==> config.mk <==
export PLATFORM = sky130hd
export DESIGN_NAME = byte_translate_delete_squeeze_flat
export DESIGN_NICKNAME = d
export VERILOG_FILES = /design/src/rtl/btds_pkg.sv /design/src/rtl/btds_if.sv /design/src/rtl/btds_table.sv /design/src/rtl/byte_translate_delete_squeeze.sv /design/src/flat_wrapper.sv
export SDC_FILE = /design/constraint.sdc
export NUM_CORES = 2
export LEC_CHECK = 0
export BUFFER_PORTS_ARGS = -buffer_cell sky130_fd_sc_hd__buf_2
export CORE_ASPECT_RATIO = 0.5
export CORE_MARGIN = 5
export CORE_UTILIZATION = 40
export DETAILED_ROUTE_END_ITERATION = 16
export PLACE_DENSITY_LB_ADDON = 0.12
export SYNTH_ARGS = -nofsm -noshare
export SYNTH_HDL_FRONTEND = slang
export SYNTH_SLANG_ARGS = --single-unit
==> constraint.sdc <==
create_clock -name clk -period 4.4 [get_ports clk]
set_input_delay 0.44 -clock clk [delete_from_list [all_inputs] [get_ports clk]]
set_output_delay 0.44 -clock clk [all_outputs]
set_load 0.02 [all_outputs]
==> src/rtl/btds_pkg.sv <==
// ----------------------------------------------------------------------------
// btds_pkg
// Shared types and constants of the byte translate, delete and squeeze block.
// ----------------------------------------------------------------------------
package btds_pkg;

  localparam int unsigned TABLE_DEPTH = 256;
  localparam int unsigned BYTE_W      = 8;
  localparam int unsigned CFG_IDX_W   = 1;
  localparam int unsigned CFG_DATA_W  = 1;

  // Configuration register indexes.
  localparam logic [CFG_IDX_W-1:0] REG_DELETE_MODE  = 1'd0;
  localparam logic [CFG_IDX_W-1:0] REG_SQUEEZE_MODE = 1'd1;

  // Request types of an input item.
  localparam logic REQ_LOAD = 1'b0;
  localparam logic REQ_DATA = 1'b1;

  // One translation table entry.
  typedef struct packed {
    logic [BYTE_W-1:0] map;
    logic              sel;
  } entry_t;

  // Write request into the translation table.
  typedef struct packed {
    logic              en;
    logic [BYTE_W-1:0] idx;
    entry_t            entry;
  } tbl_wr_t;

  // Read request into the translation table.
  typedef struct packed {
    logic              en;
    logic [BYTE_W-1:0] addr;
  } tbl_rd_t;

endpackage

==> src/rtl/btds_if.sv <==
// ----------------------------------------------------------------------------
// btds_in_if / btds_out_if
// Valid/ready channels carrying input items and result items.
// ----------------------------------------------------------------------------
interface btds_in_if;
  logic       valid;
  logic       ready;
  logic       req_type;
  logic [7:0] entry_index;
  logic [7:0] entry_map;
  logic       entry_selected;
  logic [7:0] byte_in;
  logic       last_in;

  modport source (
    output valid, req_type, entry_index, entry_map, entry_selected, byte_in, last_in,
    input  ready
  );
  modport sink (
    input  valid, req_type, entry_index, entry_map, entry_selected, byte_in, last_in,
    output ready
  );
endinterface

interface btds_out_if;
  logic       valid;
  logic       ready;
  logic [7:0] byte_out;
  logic       byte_present;
  logic       line_end;

  modport source (
    output valid, byte_out, byte_present, line_end,
    input  ready
  );
  modport sink (
    input  valid, byte_out, byte_present, line_end,
    output ready
  );
endinterface

==> src/rtl/btds_table.sv <==
// ----------------------------------------------------------------------------
// btds_table
// 256-entry translation table with one write and one registered read port.
// ----------------------------------------------------------------------------
module btds_table (
  input  logic             clk,
  input  logic             rst_n,
  input  btds_pkg::tbl_wr_t wr,
  input  btds_pkg::tbl_rd_t rd,
  output btds_pkg::entry_t  rd_entry
);

  btds_pkg::entry_t                        mem_r [btds_pkg::TABLE_DEPTH];
  logic [btds_pkg::TABLE_DEPTH-1:0]        valid_r;
  btds_pkg::entry_t                        rd_data_r;
  logic                                    rd_valid_r;
  logic [btds_pkg::BYTE_W-1:0]             rd_addr_r;

  always_ff @(posedge clk) begin
    if (wr.en) begin
      mem_r[wr.idx] <= wr.entry;
    end
    if (rd.en) begin
      rd_data_r <= mem_r[rd.addr];
      rd_addr_r <= rd.addr;
    end
  end

  // Entries never written since reset read as the identity mapping.
  always_ff @(posedge clk) begin
    if (!rst_n) begin
      valid_r    <= '0;
      rd_valid_r <= 1'b0;
    end else begin
      if (wr.en) begin
        valid_r[wr.idx] <= 1'b1;
      end
      if (rd.en) begin
        rd_valid_r <= valid_r[rd.addr];
      end
    end
  end

  always_comb begin
    if (rd_valid_r) begin
      rd_entry = rd_data_r;
    end else begin
      rd_entry.map = rd_addr_r;
      rd_entry.sel = 1'b0;
    end
  end

endmodule

==> src/rtl/byte_translate_delete_squeeze.sv <==
// ----------------------------------------------------------------------------
// byte_translate_delete_squeeze
// Streams line bytes through a loadable translation table with delete and
// squeeze modes.
//
// Input items arrive on in_if. An item with req_type REQ_LOAD writes one table
// entry and gives no result. An item with req_type REQ_DATA carries one byte of
// a line; last_in marks the final byte. Each kept byte gives one result item on
// out_if, and a line end whose byte was dropped gives a bare result with
// byte_present low and byte_out zero. The two mode registers are written over
// the cfg_ port; the user must do so only while the block is idle, which the
// block itself does not enforce. The block takes one item per cycle while
// the receiver does not stall. A data byte reads the table at the clock edge
// that accepts it and waits in the read stage until the output register has
// room; its result is then registered there and drives out_if.valid.
// The single table read port sets the rate of one item per cycle.
// Reset empties the pipeline, clears the modes and the line state, and makes
// every table entry read as the identity mapping with its selected bit low at
// once; there is no clearing pass. When the receiver stalls, the output
// register and one byte in the read stage hold, which takes in_if.ready low.
// ----------------------------------------------------------------------------
module byte_translate_delete_squeeze (
  input  logic                                 clk,
  input  logic                                 rst_n,
  btds_in_if.sink                              in_if,
  btds_out_if.source                           out_if,
  input  logic                                 cfg_we,
  input  logic [btds_pkg::CFG_IDX_W-1:0]       cfg_index,
  input  logic [btds_pkg::CFG_DATA_W-1:0]      cfg_wdata
);

  // Mode registers.
  logic delete_mode_r;
  logic squeeze_mode_r;

  // Read stage: a data byte whose table entry is being read.
  logic                        s1_valid_r, s1_valid_nxt;
  logic [btds_pkg::BYTE_W-1:0] s1_byte_r;
  logic                        s1_last_r;

  // Line state used for squeezing.
  logic                        have_prev_r, have_prev_nxt;
  logic [btds_pkg::BYTE_W-1:0] prev_kept_r, prev_kept_nxt;

  // Output register.
  logic                        out_valid_r, out_valid_nxt;
  logic [btds_pkg::BYTE_W-1:0] out_byte_r;
  logic                        out_present_r;
  logic                        out_line_end_r;

  logic                        in_fire;
  logic                        s1_adv;
  logic                        s1_fire;
  logic                        emit;
  logic                        drop;
  logic [btds_pkg::BYTE_W-1:0] res;
  btds_pkg::entry_t            rd_entry;
  btds_pkg::tbl_wr_t           tbl_wr;
  btds_pkg::tbl_rd_t           tbl_rd;

  // The read stage may move on whenever the output register has room.
  assign s1_adv      = !out_valid_r || out_if.ready;
  assign s1_fire     = s1_valid_r && s1_adv;
  assign in_if.ready = !s1_valid_r || s1_adv;
  assign in_fire     = in_if.valid && in_if.ready;

  // A load writes its entry at the accepting edge, so a byte accepted in
  // the next cycle already reads the new contents.
  always_comb begin
    tbl_wr.en        = in_fire && (in_if.req_type == btds_pkg::REQ_LOAD);
    tbl_wr.idx       = in_if.entry_index;
    tbl_wr.entry.map = in_if.entry_map;
    tbl_wr.entry.sel = in_if.entry_selected;
    tbl_rd.en        = in_fire && (in_if.req_type == btds_pkg::REQ_DATA);
    tbl_rd.addr      = in_if.byte_in;
  end

  btds_table u_table (
    .clk      (clk),
    .rst_n    (rst_n),
    .wr       (tbl_wr),
    .rd       (tbl_rd),
    .rd_entry (rd_entry)
  );

  // Translate, then decide whether the byte is dropped.
  always_comb begin
    if (delete_mode_r) begin
      res  = s1_byte_r;
      drop = rd_entry.sel;
    end else begin
      res  = rd_entry.sel ? rd_entry.map : s1_byte_r;
      drop = squeeze_mode_r && rd_entry.sel && have_prev_r && (prev_kept_r == res);
    end
    emit = !drop || s1_last_r;
  end

  always_comb begin
    s1_valid_nxt = s1_valid_r;
    if (in_if.ready) begin
      s1_valid_nxt = tbl_rd.en;
    end

    have_prev_nxt = have_prev_r;
    prev_kept_nxt = prev_kept_r;
    if (s1_fire) begin
      if (s1_last_r) begin
        // A line end closes the line: squeezing never reaches across lines.
        have_prev_nxt = 1'b0;
        prev_kept_nxt = '0;
      end else if (!drop) begin
        have_prev_nxt = 1'b1;
        prev_kept_nxt = res;
      end
    end

    out_valid_nxt = out_valid_r;
    if (s1_fire && emit) begin
      out_valid_nxt = 1'b1;
    end else if (out_if.ready) begin
      out_valid_nxt = 1'b0;
    end
  end

  always_ff @(posedge clk) begin
    if (!rst_n) begin
      s1_valid_r     <= 1'b0;
      have_prev_r    <= 1'b0;
      prev_kept_r    <= '0;
      out_valid_r    <= 1'b0;
      delete_mode_r  <= 1'b0;
      squeeze_mode_r <= 1'b0;
    end else begin
      s1_valid_r  <= s1_valid_nxt;
      have_prev_r <= have_prev_nxt;
      prev_kept_r <= prev_kept_nxt;
      out_valid_r <= out_valid_nxt;
      if (cfg_we) begin
        case (cfg_index)
          btds_pkg::REG_DELETE_MODE:  delete_mode_r  <= cfg_wdata[0];
          btds_pkg::REG_SQUEEZE_MODE: squeeze_mode_r <= cfg_wdata[0];
          default: ;
        endcase
      end
    end
  end

  // Payload registers.
  always_ff @(posedge clk) begin
    if (tbl_rd.en) begin
      s1_byte_r <= in_if.byte_in;
      s1_last_r <= in_if.last_in;
    end
    if (s1_fire && emit) begin
      out_byte_r     <= drop ? '0 : res;
      out_present_r  <= !drop;
      out_line_end_r <= s1_last_r;
    end
  end

  assign out_if.valid        = out_valid_r;
  assign out_if.byte_out     = out_byte_r;
  assign out_if.byte_present = out_present_r;
  assign out_if.line_end     = out_line_end_r;

`ifndef ASSERT_OFF
  // An accepted data byte always occupies the read stage next cycle.
  a_data_enters_s1: assert property (@(posedge clk) disable iff (!rst_n)
    tbl_rd.en |=> s1_valid_r)
    else $error("accepted data byte did not reach the read stage");

  // A byte held in the read stage is neither lost nor overwritten.
  a_s1_holds: assert property (@(posedge clk) disable iff (!rst_n)
    (s1_valid_r && !s1_adv) |=> (s1_valid_r && $stable(s1_byte_r) && $stable(s1_last_r)))
    else $error("stalled read stage changed");

  // A bare result only closes a line and carries a zero byte.
  a_bare_line_end: assert property (@(posedge clk) disable iff (!rst_n)
    (out_valid_r && !out_present_r) |-> (out_line_end_r && (out_byte_r == '0)))
    else $error("bare result without line end or with nonzero byte");

  // The line state is cleared after every line end.
  a_line_state_clear: assert property (@(posedge clk) disable iff (!rst_n)
    (s1_fire && s1_last_r) |=> (!have_prev_r && (prev_kept_r == '0)))
    else $error("line state not cleared at line end");
`endif

endmodule

==> src/flat_wrapper.sv <==
// flat-port wrapper written by rule: the top's interface ports become plain ports
module byte_translate_delete_squeeze_flat 
  (clk, rst_n, cfg_we, cfg_index, cfg_wdata, in_if_valid, in_if_req_type, in_if_entry_index, in_if_entry_map, in_if_entry_selected, in_if_byte_in, in_if_last_in, in_if_ready, out_if_valid, out_if_byte_out, out_if_byte_present, out_if_line_end, out_if_ready);
  btds_in_if in_if_i ();
  btds_out_if out_if_i ();
  input  logic clk;
  input  logic rst_n;
  input  logic cfg_we;
  input  logic [btds_pkg::CFG_IDX_W-1:0] cfg_index;
  input  logic [btds_pkg::CFG_DATA_W-1:0] cfg_wdata;
  input wire logic [$bits(in_if_i.valid)-1:0] in_if_valid;
  input wire logic [$bits(in_if_i.req_type)-1:0] in_if_req_type;
  input wire logic [$bits(in_if_i.entry_index)-1:0] in_if_entry_index;
  input wire logic [$bits(in_if_i.entry_map)-1:0] in_if_entry_map;
  input wire logic [$bits(in_if_i.entry_selected)-1:0] in_if_entry_selected;
  input wire logic [$bits(in_if_i.byte_in)-1:0] in_if_byte_in;
  input wire logic [$bits(in_if_i.last_in)-1:0] in_if_last_in;
  output wire logic [$bits(in_if_i.ready)-1:0] in_if_ready;
  output wire logic [$bits(out_if_i.valid)-1:0] out_if_valid;
  output wire logic [$bits(out_if_i.byte_out)-1:0] out_if_byte_out;
  output wire logic [$bits(out_if_i.byte_present)-1:0] out_if_byte_present;
  output wire logic [$bits(out_if_i.line_end)-1:0] out_if_line_end;
  input wire logic [$bits(out_if_i.ready)-1:0] out_if_ready;
  assign in_if_i.valid = in_if_valid;
  assign in_if_i.req_type = in_if_req_type;
  assign in_if_i.entry_index = in_if_entry_index;
  assign in_if_i.entry_map = in_if_entry_map;
  assign in_if_i.entry_selected = in_if_entry_selected;
  assign in_if_i.byte_in = in_if_byte_in;
  assign in_if_i.last_in = in_if_last_in;
  assign in_if_ready = in_if_i.ready;
  assign out_if_valid = out_if_i.valid;
  assign out_if_byte_out = out_if_i.byte_out;
  assign out_if_byte_present = out_if_i.byte_present;
  assign out_if_line_end = out_if_i.line_end;
  assign out_if_i.ready = out_if_ready;
  byte_translate_delete_squeeze u_core (.clk(clk), .rst_n(rst_n), .in_if(in_if_i), .out_if(out_if_i), .cfg_we(cfg_we), .cfg_index(cfg_index), .cfg_wdata(cfg_wdata));
endmodule
After elaboration in Yosys (flattened, before gate mapping) --
Memories as Yosys holds them, arrays and structs flattened. A register that Yosys moved wholly into a read port is not among the register bits. Cells that the tools add are included.
Storage, ports and cells: register bits after elaboration 289, RAM bits 2304, bits of input ports 34, output and inout bits 12, logic and storage cells 57, memories 1
Memories:
- u_core.u_table.mem_r | words 256, bits a word 9, read ports 1, clocked after memory_dff 1, write ports 1, line btds_table.sv:13 | btds_pkg::entry_t mem_r [btds_pkg::TABLE_DEPTH];
Operators by class: order comparisons 3, equality and inequality tests 2, muxes and demuxes 16, bitwise logic cells 3, reduce and logical (&&, ||, !) cells 19
Operators by type and width (count):
- $or A256 B256 Y256 | 1
- $mux W8 | 4
- $lt A8 B9 Y1 const B | 2
- $logic_and A1 B1 Y1 | 9
- $mux W1 | 9
- $mux W9 | 1
- $bmux W1 S8 | 1
- $demux W1 S8 | 1
- $eq A8 B8 Y1 | 1
- $ge A8 B1 Y1 const B | 1
- $reduce_and A2 Y1 | 3
- $logic_not A1 Y1 | 3
- $logic_or A1 B1 Y1 | 3
- $ne A2 B1 Y1 const B | 1
- $not A1 Y1 | 2
- $reduce_bool A2 Y1 | 1

Depth between registers and ports, before layout --
word-level depth 9, gate-level depth with buffers 12, mapped depth without buffers 8

Modules after synthesis --
Synthesis repeated with hierarchy kept, for this count alone.
Unflattened totals: cell total of the unflattened synthesis 4799, area total of the unflattened synthesis 99446.6 sq um
Modules (own cells, without submodules):
- btds_table | instances 1, cells an instance 4685, area each 98062.8 sq um, sequential area each 74841.8 sq um
- byte_translate_delete_squeeze | instances 1, cells an instance 114, area each 1383.8 sq um, sequential area each 830.8 sq um

Worst setup path after synthesis --
Ideal clock, no wire load.
path kind input to register, start point in in_if_byte_in[1], end point reg, netlist name u_core.u_table.rd_data_r[7], library setup time 0.259 ns, arrival time 2.525 ns, required time 4.141 ns, setup slack 1.616 ns, stages 10, path buffers 4, cell sequence buf_2 > buf_2 > clkbuf_1 > buf_1 > mux4_2 > a22oi_1 > a21oi_1 > nor4_1 > o22ai_1 > or2_1
RTL lines:
- start: declaration | line flat_wrapper.sv:16 | input wire logic [$bits(in_if_i.byte_in)-1:0] in_if_byte_in;

==> flow_summary.json <==
{
  "run_status": "complete, no violations",
  "timing.final.max_slew_violations": 0,
  "rrSetupSlack_ps": 1140,
  "critPathLaunchType": "input pin",
  "initial_antenna_violation_count": 16,
  "path_class": "in -> reg",
  "rows": 129,
  "clk_latency_ps": 890,
  "postLayoutSetupSlackWorst_ps": 697,
  "first_global_vias": 51198,
  "hold_depth": 1,
  "top_level_ports": 46,
  "yosys.area.top_type": "sky130_fd_sc_hd__edfxtp_1",
  "timing.critical_path.arrival_ps": 4310,
  "p_per_area_mw_per_mm2": 442,
  "postCtsResizedCells": 0,
  "floorplan.initialDensity_pct": 40.1,
  "clock-sinks": 2602,
  "finalHoldViolations": 0,
  "synthesized_instance_count": 4879,
  "grt_pass1_wl_mm": 393,
  "syn-cell-area_mm2": 0.0989,
  "number_of_synthesized_flops_with_an_enable_pin": 2332,
  "final.period_utilization_pct": 84.2,
  "total_length_of_routed_wires_mm": 277,
  "gp_congestion": 0.808,
  "route.detailed.drc": 0,
  "clock_tree.htree_level_count": 4,
  "synth_nets": 4913,
  "dr.pass1.iters": 6,
  "slew_headroom_pct": 14.5,
  "ff2ff_path_depth": 6,
  "ranking_of_synthesized_cells_by_area": "sky130_fd_sc_hd__edfxtp_1 (71%), sky130_fd_sc_hd__mux4_2 (14%), sky130_fd_sc_hd__dfxtp_1 (5.5%)",
  "fraction_of_layout_cells_with_a_size_suffix_above_1_pct": 26.5,
  "endpoint_kind": "flip-flop",
  "synth.ff_latch_count": 2602,
  "finalInstanceArea_mm2": 0.113,
  "leakage_power_nw": 35.6,
  "required_time_at_the_worst_slack_endpoint_ps": 5010,
  "place_ws_ps": -63.2,
  "avgViaCountPerCell": 5.78,
  "final-setup-viol-count": 0,
  "place.detailed.hpwl_mm": 170,
  "cts_post_setup_buffers_inserted": 0,
  "achievable-frequency_ghz": 0.270,
  "synth_warnings": 0,
  "worstPathMaxFanout": 20,
  "clock-skew-final_ps": 75.7,
  "detailed_place.area_mm2": 0.106,
  "clockBufferDepth": 4,
  "post_layout_nonfiller_instances": 8762,
  "die_y_um": 362,
  "grt.overflow.total": 0,
  "yosysSeqAreaShare_pct": 76.3,
  "syn2layout_area_growth_pct": 14.7,
  "total_power_mw": 50.2,
  "die_area_mm2": 0.258,
  "worstHoldPathType": "in -> reg",
  "period_minus_slack_ps": 3700,
  "ys_types": 54,
  "total_global_route_track_usage_pct": 21.2,
  "ys.flop_type": "sky130_fd_sc_hd__edfxtp_1",
  "ys_async_sr_fraction_pct": 0,
  "worst-slew-pin-transition_ps": 1280,
  "clk_transition_reported_paths_ps": 60,
  "drt_iter0_drc": 5496,
  "io_buffers": 45,
  "post_drt_wl_per_cell_um": 31.6,
  "grt_start_max_net_pins": 154,
  "drt.antenna.violating_nets": 0,
  "clock_tree_from_tritoncts": "built",
  "place.detailed.instances": 8308,
  "cts_root_buf": "sky130_fd_sc_hd__clkbuf_16",
  "ir_worst_vdd_mv": 0.307,
  "routed-via-count": 50656,
  "fin_hold_ws_ps": 68.1,
  "number_of_hold_repair_buffers_added_at_the_cts_stage": 13,
  "num-nets-final": 5319,
  "die_w_um": 713,
  "drv_cap": 0,
  "cts_buffers": 237,
  "syn_avg_cell_area_um2": 20.3,
  "yosys.area.top_type_share_pct": 70.8,
  "grt_setup_unrepaired": "no",
  "core_mm2": 0.247
}
-- cell families (layout without fill, tap and decap cells) --
group,count (synthesis),in the layout,share of synthesized area [%]
XOR/XNOR,8,8,0.0709
AO/OA/AOI/OAI,708,708,4.96
multiplexers,683,683,14.8
other,0,5,0
buffers and inverters,306,909,1.47
AND/OR/NAND/NOR,572,572,2.44
flip-flops,2602,2602,76.3
-- final timing paths --
| kind | start | to |
|---|---|---|
| worst max-delay path | in_if_byte_in[5] | u_core.u_table.rd_data_r[1] |
| worst min-delay path | in_if_entry_map[1] | u_core.u_table.mem_r[170][2] |
| worst max register to register | u_core.out_if.valid | u_core.u_table.mem_r[21][0] |
| worst min register to register | u_core.u_table.valid_r[98] | u_core.u_table.valid_r[98] |
-- synthesized netlist by cell type (3+ instances only) --
| library cell | number |
|---|---|
| sky130_fd_sc_hd__o221ai_1 | 9 |
| sky130_fd_sc_hd__edfxtp_1 | 2332 |
| sky130_fd_sc_hd__nor3_1 | 9 |
| sky130_fd_sc_hd__buf_2 | 38 |
| sky130_fd_sc_hd__xnor2_1 | 6 |
| sky130_fd_sc_hd__a22oi_1 | 290 |
| sky130_fd_sc_hd__inv_1 | 6 |
| sky130_fd_sc_hd__a21oi_1 | 158 |
| sky130_fd_sc_hd__buf_1 | 24 |
| sky130_fd_sc_hd__nor2_1 | 409 |
| sky130_fd_sc_hd__o21a_1 | 192 |
| sky130_fd_sc_hd__o22ai_1 | 35 |
| sky130_fd_sc_hd__or2_2 | 3 |
| sky130_fd_sc_hd__buf_6 | 20 |
| sky130_fd_sc_hd__a211oi_1 | 3 |
| sky130_fd_sc_hd__a2111oi_0 | 4 |
| sky130_fd_sc_hd__nand2_1 | 49 |
| sky130_fd_sc_hd__mux2i_1 | 57 |
| sky130_fd_sc_hd__mux2_2 | 5 |
| sky130_fd_sc_hd__nand4_1 | 3 |
| sky130_fd_sc_hd__dfxtp_1 | 270 |
| sky130_fd_sc_hd__clkbuf_1 | 195 |
| sky130_fd_sc_hd__nor2b_1 | 11 |
| sky130_fd_sc_hd__or2_1 | 9 |
| sky130_fd_sc_hd__buf_4 | 18 |
| sky130_fd_sc_hd__nand2b_1 | 6 |
| sky130_fd_sc_hd__mux4_2 | 620 |
| sky130_fd_sc_hd__nand3_1 | 19 |
| sky130_fd_sc_hd__o21ai_0 | 3 |
| sky130_fd_sc_hd__nor4_1 | 41 |
-- sequential cells by signal (all words and copies together), names as in the netlist, 8 cells and up --
name / count
u_core.u_table.valid_r: 256
u_core.s1_byte_r: 8
u_core.u_table.rd_data_r: 9
u_core.out_if.byte_out: 8
u_core.u_table.mem_r: 2304
u_core.prev_kept_r: 8
-- per-layer routing --
metal  GRT usage, %  part of all wire, %  vias up
li1               -                    -    21011
met1           31.6                   45    27507
met2           32.5                   46     1797
met3           4.37                  7.5      341
met4           4.36                  2.1        0
met5              0                    0        -
-- critical path: stages --
cell and delay, ps:
sky130_fd_sc_hd__dlygate4sd3_1 520, sky130_fd_sc_hd__buf_2 130, sky130_fd_sc_hd__buf_4 230, sky130_fd_sc_hd__or2_2 670
sky130_fd_sc_hd__buf_4 470, sky130_fd_sc_hd__a21oi_1 200, sky130_fd_sc_hd__nor4_1 1050, sky130_fd_sc_hd__buf_4 260
sky130_fd_sc_hd__o22ai_1 70, sky130_fd_sc_hd__or2_1 220
-- layout make-up --
| type | instances | area (um^2) |
|---|---|---|
| fillers | 20679 | 133000 |
| well taps | 3275 | 4100 |
| flip-flops and latches | 2602 | 75400 |
| clock buffers | 343 | 6650 |
| clock inverters | 93 | 967 |
| diodes | 5 | 12.5 |
| multi-input cells | 1971 | 22100 |
| repair buffers | 465 | 4070 |
| inverters | 8 | 31.3 |
-- per-stage QoR --
step | util [%] | TNS (ps)
floorplan | - | 0
global placement | 42.8 | -53.1
detailed placement | 42.8 | -63.2
CTS | 46.0 | 0
global route | 46.0 | 0
finish | 46.0 | 0
-- where the power goes --
part           leakage [nW]  switching, mW  internal (mW)  total, mW
Combinational          8.76           1.65          0.855       2.50
Sequential             23.1         0.0251           26.9       26.9
Clock                  3.74           9.13           11.6       20.7
-- cell usage in the layout, fill, tap and decap left out, drive strengths merged, types with 5 or more instances in the layout --
cell | Yosys | routed
mux2 | 5 | 5
xnor2 | 6 | 6
mux4 | 621 | 621
inv | 7 | 10
nand2b | 6 | 6
diode | 0 | 5
clkinv | 1 | 66
nor2 | 410 | 410
a22oi | 290 | 290
nor4 | 41 | 41
nand2 | 50 | 50
a21oi | 158 | 158
clkinvlp | 0 | 6
o221ai | 9 | 9
buf | 103 | 451
a2111oi | 5 | 5
o21ai | 5 | 5
o21a | 192 | 192
nand3 | 19 | 19
or2 | 12 | 12
nor3 | 9 | 9
dfxtp | 270 | 270
mux2i | 57 | 57
dlygate4sd3 | 0 | 13
edfxtp | 2332 | 2332
o22ai | 35 | 35
bufinv | 0 | 19
clkbuf | 195 | 344
nor2b | 11 | 11
(Power assumes the default switching activity.)
